$ cat src/http_chunked_body_decoder_core_assert.svh
// Assertion macros for the chunked body decoder.
// Depends on nothing; included by http_chunked_body_decoder_core, which checks its own logic.
`ifndef HTTP_CHUNKED_BODY_DECODER_CORE_ASSERT_SVH
`define HTTP_CHUNKED_BODY_DECODER_CORE_ASSERT_SVH

// Same-cycle implication, disabled while reset is asserted.
`define HCBD_ASSERT_IMPLY(label, clk, rst_n, ante, cons, msg) \
    label: assert property (@(posedge clk) disable iff (!rst_n) (ante) |-> (cons)) \
        else $error(msg);

// Next-cycle implication, disabled while reset is asserted.
`define HCBD_ASSERT_NEXT(label, clk, rst_n, ante, cons, msg) \
    label: assert property (@(posedge clk) disable iff (!rst_n) (ante) |=> (cons)) \
        else $error(msg);

`endif

$ cat src/hcbd_pkg.sv
// Shared constants and helpers for the chunked body decoder.
// No dependencies; used by http_chunked_body_decoder_core and by the bench.
`default_nettype none

package hcbd_pkg;

    localparam int SIZE_BITS_DEF  = 48;
    localparam int CHUNK_SIZE_W   = 48;
    localparam int CFG_W          = 4;
    localparam int PHASE_W        = 4;
    localparam int STATUS_W       = 2;

    localparam logic [CFG_W-1:0] MAX_DIGITS_RST = 4'd12;

    // Parser phases
    localparam logic [PHASE_W-1:0] PH_SIZE    = 4'd0;
    localparam logic [PHASE_W-1:0] PH_SIZE_LF = 4'd1;
    localparam logic [PHASE_W-1:0] PH_DATA    = 4'd2;
    localparam logic [PHASE_W-1:0] PH_END_CR  = 4'd3;
    localparam logic [PHASE_W-1:0] PH_END_LF  = 4'd4;
    localparam logic [PHASE_W-1:0] PH_LAST_CR = 4'd5;
    localparam logic [PHASE_W-1:0] PH_LAST_LF = 4'd6;
    localparam logic [PHASE_W-1:0] PH_DONE    = 4'd7;
    localparam logic [PHASE_W-1:0] PH_ERROR   = 4'd8;

    // Result status codes
    localparam logic [STATUS_W-1:0] ST_PROGRESS = 2'd0;
    localparam logic [STATUS_W-1:0] ST_COMPLETE = 2'd1;
    localparam logic [STATUS_W-1:0] ST_ERROR    = 2'd2;
    localparam logic [STATUS_W-1:0] ST_IGNORED  = 2'd3;

    // Input operations
    localparam logic OP_BYTE    = 1'b0;
    localparam logic OP_RESTART = 1'b1;

    // Characters
    localparam logic [7:0] CH_CR = 8'h0D;
    localparam logic [7:0] CH_LF = 8'h0A;
    localparam logic [7:0] CH_0  = 8'h30;
    localparam logic [7:0] CH_9  = 8'h39;
    localparam logic [7:0] CH_LA = 8'h61;
    localparam logic [7:0] CH_LF_HEX = 8'h66;
    localparam logic [7:0] CH_UA = 8'h41;
    localparam logic [7:0] CH_UF = 8'h46;

    typedef struct packed {
        logic       valid;
        logic [3:0] value;
    } hex_digit_t;

    // Decode one ASCII hex digit; valid is low for any other byte.
    function automatic hex_digit_t hex_decode(input logic [7:0] c);
        hex_digit_t d;
        logic [7:0] diff;
        d    = '0;
        diff = 8'd0;
        if (c inside {[CH_0:CH_9]}) begin
            diff    = c - CH_0;
            d.valid = 1'b1;
        end else if (c inside {[CH_LA:CH_LF_HEX]}) begin
            diff    = c - CH_LA + 8'd10;
            d.valid = 1'b1;
        end else if (c inside {[CH_UA:CH_UF]}) begin
            diff    = c - CH_UA + 8'd10;
            d.valid = 1'b1;
        end
        d.value = diff[3:0];
        return d;
    endfunction

endpackage

`default_nettype wire

$ cat src/http_chunked_body_decoder_core.sv
// HTTP chunked transfer body decoder, one byte per transaction.
// Depends on hcbd_pkg and http_chunked_body_decoder_core_assert.svh.
//
//  Channel | Signals                                      | Direction
//  --------+----------------------------------------------+----------
//  in      | in_valid, in_ready, op, data_byte            | sink
//  out     | out_valid, out_ready, payload_valid,         | source
//          | payload_byte, chunk_end, size_ready,         |
//          | chunk_size, status                           |
//  cfg     | cfg_wr_en, cfg_wr_data (max_size_digits)     | sink
//
// One transaction per cycle sustained while out_ready is high: input
// register, combinational parse logic (hex decode, shift, decrement),
// result register. The parse state advances only when the input register
// hands its transaction to the result register, so a stall on out_ready
// backs up into in_ready without losing anything.
// rst_n clears the parse state, the valid flags and sets max_size_digits
// to 12.
`default_nettype none

`include "http_chunked_body_decoder_core_assert.svh"

module http_chunked_body_decoder_core #(
    parameter int SIZE_BITS = hcbd_pkg::SIZE_BITS_DEF
) (
    input  wire logic                               clk,
    input  wire logic                               rst_n,
    // configuration
    input  wire logic                               cfg_wr_en,
    input  wire logic [hcbd_pkg::CFG_W-1:0]         cfg_wr_data,
    // input channel
    input  wire logic                               in_valid,
    output logic                                    in_ready,
    input  wire logic                               op,
    input  wire logic [7:0]                         data_byte,
    // output channel
    output logic                                    out_valid,
    input  wire logic                               out_ready,
    output logic                                    payload_valid,
    output logic [7:0]                              payload_byte,
    output logic                                    chunk_end,
    output logic                                    size_ready,
    output logic [hcbd_pkg::CHUNK_SIZE_W-1:0]       chunk_size,
    output logic [hcbd_pkg::STATUS_W-1:0]           status
);

    localparam int CW = hcbd_pkg::CFG_W;
    localparam int PW = hcbd_pkg::PHASE_W;
    localparam int OW = hcbd_pkg::CHUNK_SIZE_W;
    // Most digits that fit in the size accumulator
    localparam logic [CW-1:0] DIGIT_CAP = CW'(SIZE_BITS / 4);

    // ------------------------------------------------------------------
    // Configuration register
    // ------------------------------------------------------------------
    logic [CW-1:0] max_digits_reg;

    always_ff @(posedge clk or negedge rst_n)
    begin
        if (!rst_n)
        begin
            max_digits_reg <= hcbd_pkg::MAX_DIGITS_RST;
        end
        else if (cfg_wr_en)
        begin
            max_digits_reg <= cfg_wr_data;
        end
    end

    // Effective limit: zero acts as one, cap at what the accumulator holds.
    logic [CW-1:0] digit_limit;

    always_comb
    begin
        digit_limit = max_digits_reg;
        if (digit_limit == '0)
        begin
            digit_limit = CW'(1);
        end
        if (digit_limit > DIGIT_CAP)
        begin
            digit_limit = DIGIT_CAP;
        end
    end

    // ------------------------------------------------------------------
    // Handshake: input register feeds result register
    // ------------------------------------------------------------------
    logic       s1_valid_reg;
    logic       s1_op_reg;
    logic [7:0] s1_byte_reg;
    logic       out_valid_reg;
    logic       s1_advance;
    logic       in_accept;

    // Move the held transaction forward whenever the result slot is free.
    assign s1_advance = s1_valid_reg && (!out_valid_reg || out_ready);
    assign in_ready   = !s1_valid_reg || s1_advance;
    assign in_accept  = in_valid && in_ready;

    always_ff @(posedge clk or negedge rst_n)
    begin
        if (!rst_n)
        begin
            s1_valid_reg <= 1'b0;
        end
        else if (in_ready)
        begin
            s1_valid_reg <= in_valid;
        end
    end

    always_ff @(posedge clk)
    begin
        if (in_accept)
        begin
            s1_op_reg   <= op;
            s1_byte_reg <= data_byte;
        end
    end

    // ------------------------------------------------------------------
    // Parse state
    // ------------------------------------------------------------------
    logic [PW-1:0]        phase_reg,       phase_next;
    logic [CW-1:0]        digit_count_reg, digit_count_next;
    logic [SIZE_BITS-1:0] size_accum_reg,  size_accum_next;
    logic [SIZE_BITS-1:0] bytes_left_reg,  bytes_left_next;

    // Result fields computed for the transaction in the input register
    logic                         res_pv;
    logic [7:0]                   res_pb;
    logic                         res_ce;
    logic                         res_sr;
    logic [OW-1:0]                res_cs;
    logic [hcbd_pkg::STATUS_W-1:0] res_st;

    hcbd_pkg::hex_digit_t  hex;
    logic [SIZE_BITS-1:0]  bytes_dec;
    logic [SIZE_BITS+OW-1:0] size_ext;

    assign hex       = hcbd_pkg::hex_decode(s1_byte_reg);
    assign bytes_dec = bytes_left_reg - SIZE_BITS'(1);
    // Zero-extend or truncate the accumulator onto the fixed output width
    assign size_ext  = {{OW{1'b0}}, size_accum_reg};

    always_comb
    begin
        phase_next       = phase_reg;
        digit_count_next = digit_count_reg;
        size_accum_next  = size_accum_reg;
        bytes_left_next  = bytes_left_reg;
        res_pv = 1'b0;
        res_pb = 8'd0;
        res_ce = 1'b0;
        res_sr = 1'b0;
        res_cs = '0;
        res_st = hcbd_pkg::ST_PROGRESS;

        if (s1_op_reg == hcbd_pkg::OP_RESTART)
        begin
            phase_next       = hcbd_pkg::PH_SIZE;
            digit_count_next = '0;
            size_accum_next  = '0;
            bytes_left_next  = '0;
        end
        else
        begin
            case (phase_reg)
                hcbd_pkg::PH_SIZE:
                begin
                    if (hex.valid)
                    begin
                        if (digit_count_reg >= digit_limit)
                        begin
                            phase_next = hcbd_pkg::PH_ERROR;
                        end
                        else
                        begin
                            size_accum_next  = {size_accum_reg[SIZE_BITS-5:0], hex.value};
                            digit_count_next = digit_count_reg + CW'(1);
                        end
                    end
                    else if (s1_byte_reg == hcbd_pkg::CH_CR && digit_count_reg != '0)
                    begin
                        phase_next = hcbd_pkg::PH_SIZE_LF;
                    end
                    else
                    begin
                        phase_next = hcbd_pkg::PH_ERROR;
                    end
                end
                hcbd_pkg::PH_SIZE_LF:
                begin
                    if (s1_byte_reg == hcbd_pkg::CH_LF)
                    begin
                        res_sr           = 1'b1;
                        res_cs           = size_ext[OW-1:0];
                        bytes_left_next  = size_accum_reg;
                        phase_next       = (size_accum_reg == '0) ? hcbd_pkg::PH_LAST_CR
                                                                  : hcbd_pkg::PH_DATA;
                        size_accum_next  = '0;
                        digit_count_next = '0;
                    end
                    else
                    begin
                        phase_next = hcbd_pkg::PH_ERROR;
                    end
                end
                hcbd_pkg::PH_DATA:
                begin
                    res_pv          = 1'b1;
                    res_pb          = s1_byte_reg;
                    bytes_left_next = bytes_dec;
                    if (bytes_dec == '0)
                    begin
                        res_ce     = 1'b1;
                        phase_next = hcbd_pkg::PH_END_CR;
                    end
                end
                hcbd_pkg::PH_END_CR:
                begin
                    phase_next = (s1_byte_reg == hcbd_pkg::CH_CR) ? hcbd_pkg::PH_END_LF
                                                                  : hcbd_pkg::PH_ERROR;
                end
                hcbd_pkg::PH_END_LF:
                begin
                    phase_next = (s1_byte_reg == hcbd_pkg::CH_LF) ? hcbd_pkg::PH_SIZE
                                                                  : hcbd_pkg::PH_ERROR;
                end
                hcbd_pkg::PH_LAST_CR:
                begin
                    phase_next = (s1_byte_reg == hcbd_pkg::CH_CR) ? hcbd_pkg::PH_LAST_LF
                                                                  : hcbd_pkg::PH_ERROR;
                end
                hcbd_pkg::PH_LAST_LF:
                begin
                    if (s1_byte_reg == hcbd_pkg::CH_LF)
                    begin
                        phase_next = hcbd_pkg::PH_DONE;
                        res_st     = hcbd_pkg::ST_COMPLETE;
                    end
                    else
                    begin
                        phase_next = hcbd_pkg::PH_ERROR;
                    end
                end
                hcbd_pkg::PH_DONE:
                begin
                    res_st = hcbd_pkg::ST_IGNORED;
                end
                default:
                begin
                    // Error is sticky; unused codes fall into it too.
                    phase_next = hcbd_pkg::PH_ERROR;
                end
            endcase
            if (phase_next == hcbd_pkg::PH_ERROR)
            begin
                res_st = hcbd_pkg::ST_ERROR;
            end
        end
    end

    // Advance the parse state once per transaction handed to the result slot.
    always_ff @(posedge clk or negedge rst_n)
    begin
        if (!rst_n)
        begin
            phase_reg       <= hcbd_pkg::PH_SIZE;
            digit_count_reg <= '0;
            size_accum_reg  <= '0;
            bytes_left_reg  <= '0;
        end
        else if (s1_advance)
        begin
            phase_reg       <= phase_next;
            digit_count_reg <= digit_count_next;
            size_accum_reg  <= size_accum_next;
            bytes_left_reg  <= bytes_left_next;
        end
    end

    // ------------------------------------------------------------------
    // Result register
    // ------------------------------------------------------------------
    logic                          pv_reg;
    logic [7:0]                    pb_reg;
    logic                          ce_reg;
    logic                          sr_reg;
    logic [OW-1:0]                 cs_reg;
    logic [hcbd_pkg::STATUS_W-1:0] st_reg;

    always_ff @(posedge clk or negedge rst_n)
    begin
        if (!rst_n)
        begin
            out_valid_reg <= 1'b0;
        end
        else if (!out_valid_reg || out_ready)
        begin
            out_valid_reg <= s1_valid_reg;
        end
    end

    always_ff @(posedge clk)
    begin
        if (s1_advance)
        begin
            pv_reg <= res_pv;
            pb_reg <= res_pb;
            ce_reg <= res_ce;
            sr_reg <= res_sr;
            cs_reg <= res_cs;
            st_reg <= res_st;
        end
    end

    assign out_valid     = out_valid_reg;
    assign payload_valid = pv_reg;
    assign payload_byte  = pb_reg;
    assign chunk_end     = ce_reg;
    assign size_ready    = sr_reg;
    assign chunk_size    = cs_reg;
    assign status        = st_reg;

    // ------------------------------------------------------------------
    // Checks
    // ------------------------------------------------------------------
    `HCBD_ASSERT_IMPLY(a_cap_digits, clk, rst_n, 1'b1, digit_count_reg <= DIGIT_CAP,
        "digit count beyond accumulator capacity")
    `HCBD_ASSERT_NEXT(a_error_sticky, clk, rst_n,
        s1_advance && s1_op_reg == hcbd_pkg::OP_BYTE && phase_reg == hcbd_pkg::PH_ERROR,
        phase_reg == hcbd_pkg::PH_ERROR, "left error without a restart")
    `HCBD_ASSERT_IMPLY(a_end_on_data, clk, rst_n, out_valid_reg && ce_reg,
        pv_reg && !sr_reg && st_reg == hcbd_pkg::ST_PROGRESS,
        "chunk end outside a data byte")
    `HCBD_ASSERT_IMPLY(a_data_nonzero, clk, rst_n, phase_reg == hcbd_pkg::PH_DATA,
        bytes_left_reg != '0, "data phase with no bytes left")
    `HCBD_ASSERT_IMPLY(a_free_slot_ready, clk, rst_n, !out_valid_reg, in_ready,
        "input stalled while result slot is empty")

endmodule

`default_nettype wire

$ cat config.mk
export PLATFORM = sky130hd
export DESIGN_NAME = http_chunked_body_decoder_core
export DESIGN_NICKNAME = d
export VERILOG_FILES = /design/src/hcbd_pkg.sv /design/src/http_chunked_body_decoder_core.sv
export VERILOG_INCLUDE_DIRS = /design/src /design/src/src
export SDC_FILE = /design/constraint.sdc
export NUM_CORES = 1
export LEC_CHECK = 0
export BUFFER_PORTS_ARGS = -buffer_cell sky130_fd_sc_hd__buf_4
export CAP_MARGIN = 20
export CORE_AREA = 2 2 147 149
export DETAILED_ROUTE_END_ITERATION = 8
export DIE_AREA = 0 0 149 151
export SLEW_MARGIN = 30
export SYNTH_ARGS = -nofsm -noshare
export SYNTH_HDL_FRONTEND = slang
export SYNTH_SLANG_ARGS = --single-unit
$ cat constraint.sdc
create_clock -name clk -period 3.9 [get_ports clk]
set_input_delay 0.195 -clock clk [delete_from_list [all_inputs] [get_ports clk]]
set_output_delay 0.195 -clock clk [all_outputs]
set_load 0.02 [all_outputs]
==> impl_metrics.yaml, run 1 <==
run_status:
  status: "finished clean"
logic_synthesis:
  synth-async-reset-ratio_pct: 61.11
  yosysWarnings: 0
  synth_top_family_by_area: "simple AND/OR/NAND/NOR gates"
  yosys.area.top_type: "dfrtp_1"
  yosysTopAreaCellShare_pct: 28.58
  ys_ff_latch: 180
  syn-num-nets: 1033
  synthSimpleGateAreaFrac_pct: 25.85
  synth_area_sq_um: 9458
  synthAdderAreaFrac_pct: 1.588
  synth_edf_count: 70
  yosys-top-cells-area: "dfrtp_1 (29%), edfxtp_1 (22%), nand2_1 (5.7%), o21ai_0 (5.1%), nor2_1 (3.6%)"
  post_synth_mux_area_share_pct: 0.7673
  synth.avg_cell_area_sq_um: 9.430
  syn_inst: 1003
  yosysSeqAreaShare_pct: 51.36
  ys.flop_type: "dfrtp_1"
  synth_xor_area_share_pct: 2.408
  synth_cell_type_count: 67
  synth-compound-area-share_pct: 14.53
clock_tree:
  cts_buffers: 17
  cts_max_path_buffers: 2
  clk_latency_ps: 440
  h-tree-depth: 4
  clockRootBuffer: "clkbuf_16"
  clk_pin_slew_ps: 70
  numClockSinks: 180
  cts_tree: "built"
final_layout:
  insertedDiodeCount: 0
  area_delta_synth_final_pct: 17.38
  layout.nets: 1103
  final_cell_mix: "nand2_1 (144), dfrtp_1 (108), o21ai_0 (97), buf_4 (97), nor2_1 (88)"
  drive_above_1_share_pct: 15.10
  final_common_cell: "nand2_1"
detailed_routing:
  drtIter0Drc: 684
  ant_nets: 0
  wl_microns: 25080
  drt-pass1-iter-count: 7
  wl_per_cell_microns: 18.43
  vias_per_cell: 5.722
  drc: 0
  via_count: 7787
setup_path:
  crit_fanout: 13
  arrival_ps: 3820
  cp.required_ps: 4180
  worstSetupPathType: "flip-flop to flip-flop"
  critPathCaptureType: "flip-flop"
  startpoint_type: "flip-flop"
floorplanning:
  core_region_area_sq_um: 20820
  ios: 81
  die_width_microns: 149
  dieArea_sq_um: 22500
  die_h_microns: 151
  initial_core_util_pct: 45.42
  row_count: 53
global_routing:
  grt_pass1_wl_microns: 40650
  grt_pass1_vias: 7384
  grt.total_usage_pct: 23.22
  overflow: 0
  grt_max_degree: 57
  antenna_found_initial: 0
sta:
  finalSetupViolCount: 0
  hold_viol: 0
  period_needed_ps: 3533
  fin_crit_sh_pct: 90.59
  rsz0062_at_grt: "no"
  slew_headroom_pct: 48.51
  clock_skew_ps: 11.72
  whs_ps: 37.15
  tightest_slew_ps: 772.3
  fmaxAchievable_mhz: 283.0
  maxSlewViolCount: 0
  setup-tns-final_ps: 0
run:
  maxCapViolations: 0
placed_design:
  hpwl_microns: 17130
  portBuffers: 80
  globalplace.congestion: 0.9762
pwr:
  combPwrFrac_pct: 9.4
  p_clk_share_pct: 41.2
  p_switching_w: 0.001075
  p_leak_nw: 4.602
  p_per_area_nw_per_um2: 378.9
  p_int_w: 0.003132
  seqPwrFrac_pct: 49.4
  swShare_pct: 25.55
  ir_drop_mv: 0.3029
hold_path:
  hp-class: "input port to flip-flop"
==> final timing paths <==
| kind | start | to | slack (ps) | depth (start not counted) |
|---|---|---|---|---|
| worst min register to register | s1_valid_reg | out_valid | 500 | 1 |
| max in group asynchronous | rst_n | size_accum_reg[29] | 2640 | 3 |
| worst min-delay path | out_ready | out_valid | 40 | 3 |
| min in group asynchronous | rst_n | s1_valid_reg | 380 | 2 |
| worst max-delay path | bytes_left_reg[0] | chunk_end | 370 | 10 |
| worst max register to register | bytes_left_reg[0] | chunk_end | 370 | 10 |
==> power by group through the flow <==
stage                     Sequential, W  Clock [W]  Combinational (W)
after detailed placement        0.00212          0           0.000379
after CTS                       0.00208    0.00176           0.000394
final                           0.00208    0.00173           0.000396
after global placement          0.00212          0           0.000376
after floorplan                 0.00216          0           0.000173
after global routing            0.00209    0.00184           0.000434
==> area by class of cell <==
cell class	count	area, sq um
clock buffer	19	432.9
clock inverter	13	148.9
fill	1902	9721
inverter	16	60.06
multi-input combinational	742	4303
sequential	180	4857
tap	275	344.1
timing repair buffer	116	955.9
==> per-layer routing <==
layer	part of all wire (%)	up-vias	GRT usage, %
li1	-	3761	-
met1	46	3730	32.81
met2	47	262	36.24
met3	5.7	34	4.277
met4	2.0	0	7.762
met5	0	-	0
==> cell families (layout without fill, tap and decap cells) <==
logic type      after synthesis  after routing
simple gates                459            459
flops                       180            180
buf+inv                      81            164
compound gates              238            238
mux                           7              7
fa+ha+maj                    12             12
xor+xnor                     26             26
==> synth_stat cells (all sizes together) (3+ instances only) <==
master   number
inv          16
mux2i         5
edfxtp       70
dfrtp       108
nor4b         6
o22ai         5
nor3b         5
a31oi         7
or3           9
xnor2        20
nor2b         3
nand3        13
o31ai        11
or4           5
and2         52
nand2b        8
nor3         36
a2bb2oi       3
or4b          6
or2           3
and3          8
o21ai       133
xor2          6
nand4        20
a22oi         7
buf          17
nand3b        4
nor2         91
o21a          3
a21oi        45
nand2       144
ha           12
clkbuf       48
nor4         44
o31a          3
==> worst max-delay path: stages, from the launching register on <==
cell	delay [ps]
dfrtp_1	460
inv_1	90
ha_1	260
nor4b_1	500
nand2_1	460
nor4_1	580
xnor2_1	190
nand4_1	100
nor4_1	480
nand3_1	160
nor2_1	110
==> metrics by stage <==
step                      total power, W  cells  setup slack [ps]  area, sq um  util [%]
after floorplan                 0.002328   1003             981.5         9458         -
after global placement          0.002493   1312             514.7        10330     49.59
after detailed placement        0.002498   1312             358.8        10330     49.59
after CTS                       0.004229   1360             332.9        11070     53.15
after global routing            0.004362   1361             23.84        11100     53.32
final                           0.004206   1361             367.0        11100     53.32
==> what timing repair did <==
action                                 in CTS  in global routing
hold buffers                               16                  0
endpoints found under the hold margin      64                  0
resized for setup                           0                  1
setup endpoints to repair                   0                  2
setup buffers                               0                  0
No activity file was read; power rests on OpenSTA's default activity.
==> run 2: changes to the inputs <==
==> constraint.sdc (replaced) <==
create_clock -name clk -period 3.9 [get_ports clk]
set_input_delay 1.17 -clock clk [delete_from_list [all_inputs] [get_ports clk]]
set_output_delay 1.17 -clock clk [all_outputs]
set_load 0.02 [all_outputs]
==> run 2 against run 1 <==
  * Critical path depth stayed put
  * Sequential power about the same
  * Critical path type unchanged
  * Sequential share of layout area grew 0.55 points
  * Worst hold slack better by 460 ps
  * Via count is 0.44% higher
  * Critical endpoint is now phase_reg[0]
  * Register-to-register slack worse by 50 ps
  * Count of clock-buffer cells in the layout did not move
  * Core utilization down 0.67 points
  * Worst setup slack got worse by 47 ps
  * Cell count fell by 0.88%
  * Power is 0.20% higher
==> impl_metrics.yaml, run 2 (same netlist as run 1, synthesis figures left out) <==
run_status:
  status: "finished clean"
pwr:
  p_per_area_nw_per_um2: 384.4
  ir_drop_mv: 0.2960
  p_leak_nw: 4.563
detailed_routing:
  drt-pass1-iter-count: 5
  wl_per_cell_microns: 18.64
  vias_per_cell: 5.798
  drc: 0
  drtIter0Drc: 682
  ant_nets: 0
  via_count: 7821
  wl_microns: 25150
placed_design:
  globalplace.congestion: 0.9387
  portBuffers: 80
  place_ws_ps: 460.5
  hpwl_microns: 17280
  place_area_sq_um: 10360
sta:
  fmaxAchievable_mhz: 279.4
  tightest_slew_ps: 849.4
  rsz0062_at_grt: "no"
  hold_viol: 0
  clock_skew_ps: 8.671
  period_needed_ps: 3580
  slew_headroom_pct: 43.37
  setup_slack_ps: 320.4
  fin_crit_sh_pct: 91.78
  setup-tns-final_ps: 0
  finalSetupViolCount: 0
  maxSlewViolCount: 0
setup_path:
  startpoint_type: "flip-flop"
  ff2ff_setup_slack_ps: 320
  worstSetupPathType: "flip-flop to flip-flop"
  cp.required_ps: 4270
  startpoint: "bytes_left_reg[0]"
  reg2reg_from: "bytes_left_reg[0]"
  crit_end: "phase_reg[0]"
  r2r_cells: 10
  critPathCaptureType: "flip-flop"
  r2r_end: "phase_reg[0]"
  crit_fanout: 13
  arrival_ps: 3950
floorplanning:
  initial_core_util_pct: 45.42
  die_h_microns: 151
  ios: 81
  dieArea_sq_um: 22500
  core_region_area_sq_um: 20820
  row_count: 53
  die_width_microns: 149
clock_tree:
  clk_latency_ps: 440
  cts_tree: "built"
  cts_max_path_buffers: 2
  post_cts_resized: 0
  cts_buffers: 17
  cts_setup_buffers: 0
  clockRootBuffer: "clkbuf_16"
  numClockSinks: 180
  clk_pin_slew_ps: 70
  postCtsHoldBufs: 0
  h-tree-depth: 4
global_routing:
  grt_pass1_wl_microns: 40610
  grt.total_usage_pct: 23.13
  grt_pass1_vias: 7408
  antenna_found_initial: 0
  grt_max_degree: 85
  overflow: 0
final_layout:
  insertedDiodeCount: 0
  final_cell_mix: "nand2_1 (144), dfrtp_1 (108), buf_4 (102)"
  final_common_cell: "nand2_1"
  layout.nets: 1091
  area_delta_synth_final_pct: 15.91
  design_area_sq_um: 10960
  drive_above_1_share_pct: 15.64
  utilization_pct: 52.65
hold_path:
  hp-class: "flip-flop to flip-flop"
  min_path_cells: 1
run:
  maxCapViolations: 0
## run 2: cell types whose count changed in the layout (fill, tap and decap cells not counted)
cell	change
clkbuf_1	-1
buf_4	+5
o21ai_4	+1
nor4_2	-1
clkinv_4	+2
clkinv_2	+1
buf_16	-1
nor4_1	+1
o21ai_2	-1
clkbuf_8	+1
dlygate4sd3_1	-16
clkinvlp_4	-3
## run 2: final cells by class
cell class	instances	area, sq um
repair buffers	104	805.8
clock buffers	19	442.9
well taps	275	344.1
fillers	1979	9859
clock inverters	13	148.9
multi-input cells	742	4304
inverters	16	60.06
flip-flops and latches	180	4857
## run 2: worst max-delay path, cell delays in order (launching register included)
cell,delay [ps]
dfrtp_1,460
inv_1,90
ha_1,250
nor4b_1,480
nand2_1,480
nor4_1,590
xnor2_1,200
nand4_1,120
nor4_1,500
a31oi_1,210
o21ai_1,150
## run 2: power by group
part / internal [W] / total [W] / switching, W
Combinational: 0.000130 / 0.000381 / 0.000251
Sequential: 0.00204 / 0.00208 / 0.0000446
Clock: 0.000973 / 0.00175 / 0.000781
## run 2: metrics by stage
stage               std cells  power, W  hold WS [ps]
floorplan                1003  0.002328         457.2
global placement         1317  0.002496         490.2
detailed placement       1317  0.002500         485.9
CTS                      1349  0.004244         502.5
global route             1349  0.004362         540.8
finish                   1349  0.004215         495.4
## run 2: routing by layer
| layer | GRT usage (%) | share of wire, % | vias to the layer above |
|---|---|---|---|
| met5 | 0 | 0 | - |
| met4 | 8.143 | 2.1 | 0 |
| met3 | 3.373 | 5.1 | 32 |
| met2 | 36.80 | 46 | 263 |
| met1 | 32.49 | 47 | 3797 |
| li1 | - | - | 3729 |
## run 2: how the worst min path moves through the flow
stage,start,end,slack (ps)
3_5_place_dp,s1_valid_reg,out_valid,490
2_1_floorplan,s1_valid_reg,out_valid,460
5_1_grt,s1_valid_reg,out_valid,540
3_3_place_gp,s1_valid_reg,out_valid,490
4_1_cts,s1_valid_reg,out_valid,500
6_report,s1_valid_reg,out_valid,500
==> run 3: changes to the inputs <==
--- a/config.mk
+++ b/config.mk
@@ -11,6 +11,7 @@
 export CORE_AREA = 2 2 147 149
 export DETAILED_ROUTE_END_ITERATION = 8
 export DIE_AREA = 0 0 149 151
+export MAX_ROUTING_LAYER = met4
 export SLEW_MARGIN = 30
 export SYNTH_ARGS = -nofsm -noshare
 export SYNTH_HDL_FRONTEND = slang
==> run 3 against run 2 <==
  * Clock skew grew 4.5 ps
  * Clock power grew 3%
  * Sequential power is essentially flat
  * Routed wire length grew 1.2%
  * Global-route usage grew 0.82 points
  * Sequential cell count is the same
  * Worst hold slack gained 14 ps
  * Critical path depth is the same
  * Combinational power shrank 1%
==> impl_metrics.yaml, run 3 (same netlist as run 1, synthesis figures left out) <==
placed_design:
  hpwl_microns: 17480
  place_ws_ps: 466.5
  globalplace.congestion: 0.9832
  place_area_sq_um: 10410
  portBuffers: 80
floorplanning:
  die_width_microns: 149
  die_h_microns: 151
  row_count: 53
  dieArea_sq_um: 22500
  ios: 81
  core_region_area_sq_um: 20820
  initial_core_util_pct: 45.42
clock_tree:
  h-tree-depth: 4
  post_cts_resized: 0
  clockRootBuffer: "clkbuf_16"
  cts_buffers: 17
  postCtsHoldBufs: 0
  cts_tree: "built"
  numClockSinks: 180
  cts_max_path_buffers: 2
  clk_pin_slew_ps: 70
  cts_setup_buffers: 0
  clk_latency_ps: 430
sta:
  setup_slack_ps: 407.9
  setup-tns-final_ps: 0
  fmaxAchievable_mhz: 286.4
  finalSetupViolCount: 0
  period_needed_ps: 3492
  rsz0062_at_grt: "no"
  clock_skew_ps: 13.16
  fin_crit_sh_pct: 89.54
  tightest_slew_ps: 912.1
  maxSlewViolCount: 0
  hold_viol: 0
  slew_headroom_pct: 39.20
detailed_routing:
  met1Wirelength_microns: 11640
  wl_met3_microns: 1494
  wl_microns: 25440
  vias_per_cell: 5.756
  drc: 0
  met2_length_microns: 11560
  wl_per_cell_microns: 18.79
  via_count: 7793
  drtIter0Drc: 629
  top_layer: "met4"
  ant_nets: 0
  drt-pass1-iter-count: 9
global_routing:
  grt_max_degree: 65
  grt_pass1_wl_microns: 40280
  overflow: 0
  grt.total_usage_pct: 23.94
  grt_pass1_vias: 7198
  antenna_found_initial: 0
final_layout:
  num-fill-cells: 1903
  register_area_sq_um: 4857
  insertedDiodeCount: 0
  utilization_pct: 52.90
  design_area_sq_um: 11010
  final_cell_mix: "nand2_1 (144), dfrtp_1 (108), buf_4 (107)"
  final_common_cell: "nand2_1"
  drive_above_1_share_pct: 15.94
  multi_input_area_sq_um: 4304
  area_delta_synth_final_pct: 16.46
  layout.nets: 1096
pwr:
  p_per_area_nw_per_um2: 386.2
  power_w: 0.004253
  ir_drop_mv: 0.2671
  p_leak_nw: 4.591
setup_path:
  startpoint_type: "flip-flop"
  cp.required_ps: 4250
  critPathCaptureType: "flip-flop"
  startpoint: "bytes_left_reg[1]"
  worstSetupPathType: "flip-flop to flip-flop"
  reg2reg_from: "bytes_left_reg[1]"
  r2r_cells: 10
  crit_fanout: 13
  arrival_ps: 3840
hold_path:
  hp-start: "s1_valid_reg"
  hp-class: "flip-flop to flip-flop"
  min_path_cells: 1
run:
  maxCapViolations: 0
run_status:
  status: "finished clean"
run 3: changes by cell type in the layout (fill, tap and decap cells not counted):
cell,change
clkbuf_8,-1
inv_8,+1
clkbuf_1,+1
clkinv_4,-2
bufinv_16,+1
buf_4,+5
run 3: per-stage QoR:
stage                     hold slack [ps]  std cells
after global placement              491.1       1322
after detailed placement            489.1       1322
after global routing                548.7       1354
final                               509.9       1354
after floorplan                     457.2       1003
after CTS                           516.6       1354
run 3: final cells by class:
type	instances	area share (%)
clock buffers	19	3.930
clock inverters	13	1.568
inverters	16	0.5453
multi-input cells	742	39.08
flip-flops and latches	180	44.10
well taps	275	3.124
repair buffers	109	7.656
run 3: path summary, 6_finish.rpt:
path / to / slack (ps)
setup / recovery: phase_reg[0] / 410
hold / removal: out_valid / 510
setup reg to reg: phase_reg[0] / 410
hold reg to reg: out_valid / 510
max in group asynchronous: size_accum_reg[5] / 2600
min in group asynchronous: out_valid / 580
run 3: report_power, final:
part           switching [W]  internal, W
Sequential         0.0000444      0.00204
Combinational       0.000248     0.000129
Clock               0.000773      0.00102
Total                0.00107      0.00319
run 3: routing by layer:
metal / up-vias / global-route usage [%]
li1: 3728 / -
met1: 3760 / 33.11
met2: 262 / 35.69
met3: 43 / 3.645
met4: 0 / 9.429
met5: - / -
run 3: critical path, stage by stage (launching register included):
cell and delay (ps):
dfrtp_1 430, inv_1 100, ha_1 260, nor4b_1 480, nand2_1 470, nor4_1 570, xnor2_1 200, nand4_1 110
nor4_1 440, a31oi_1 200, o21ai_1 150
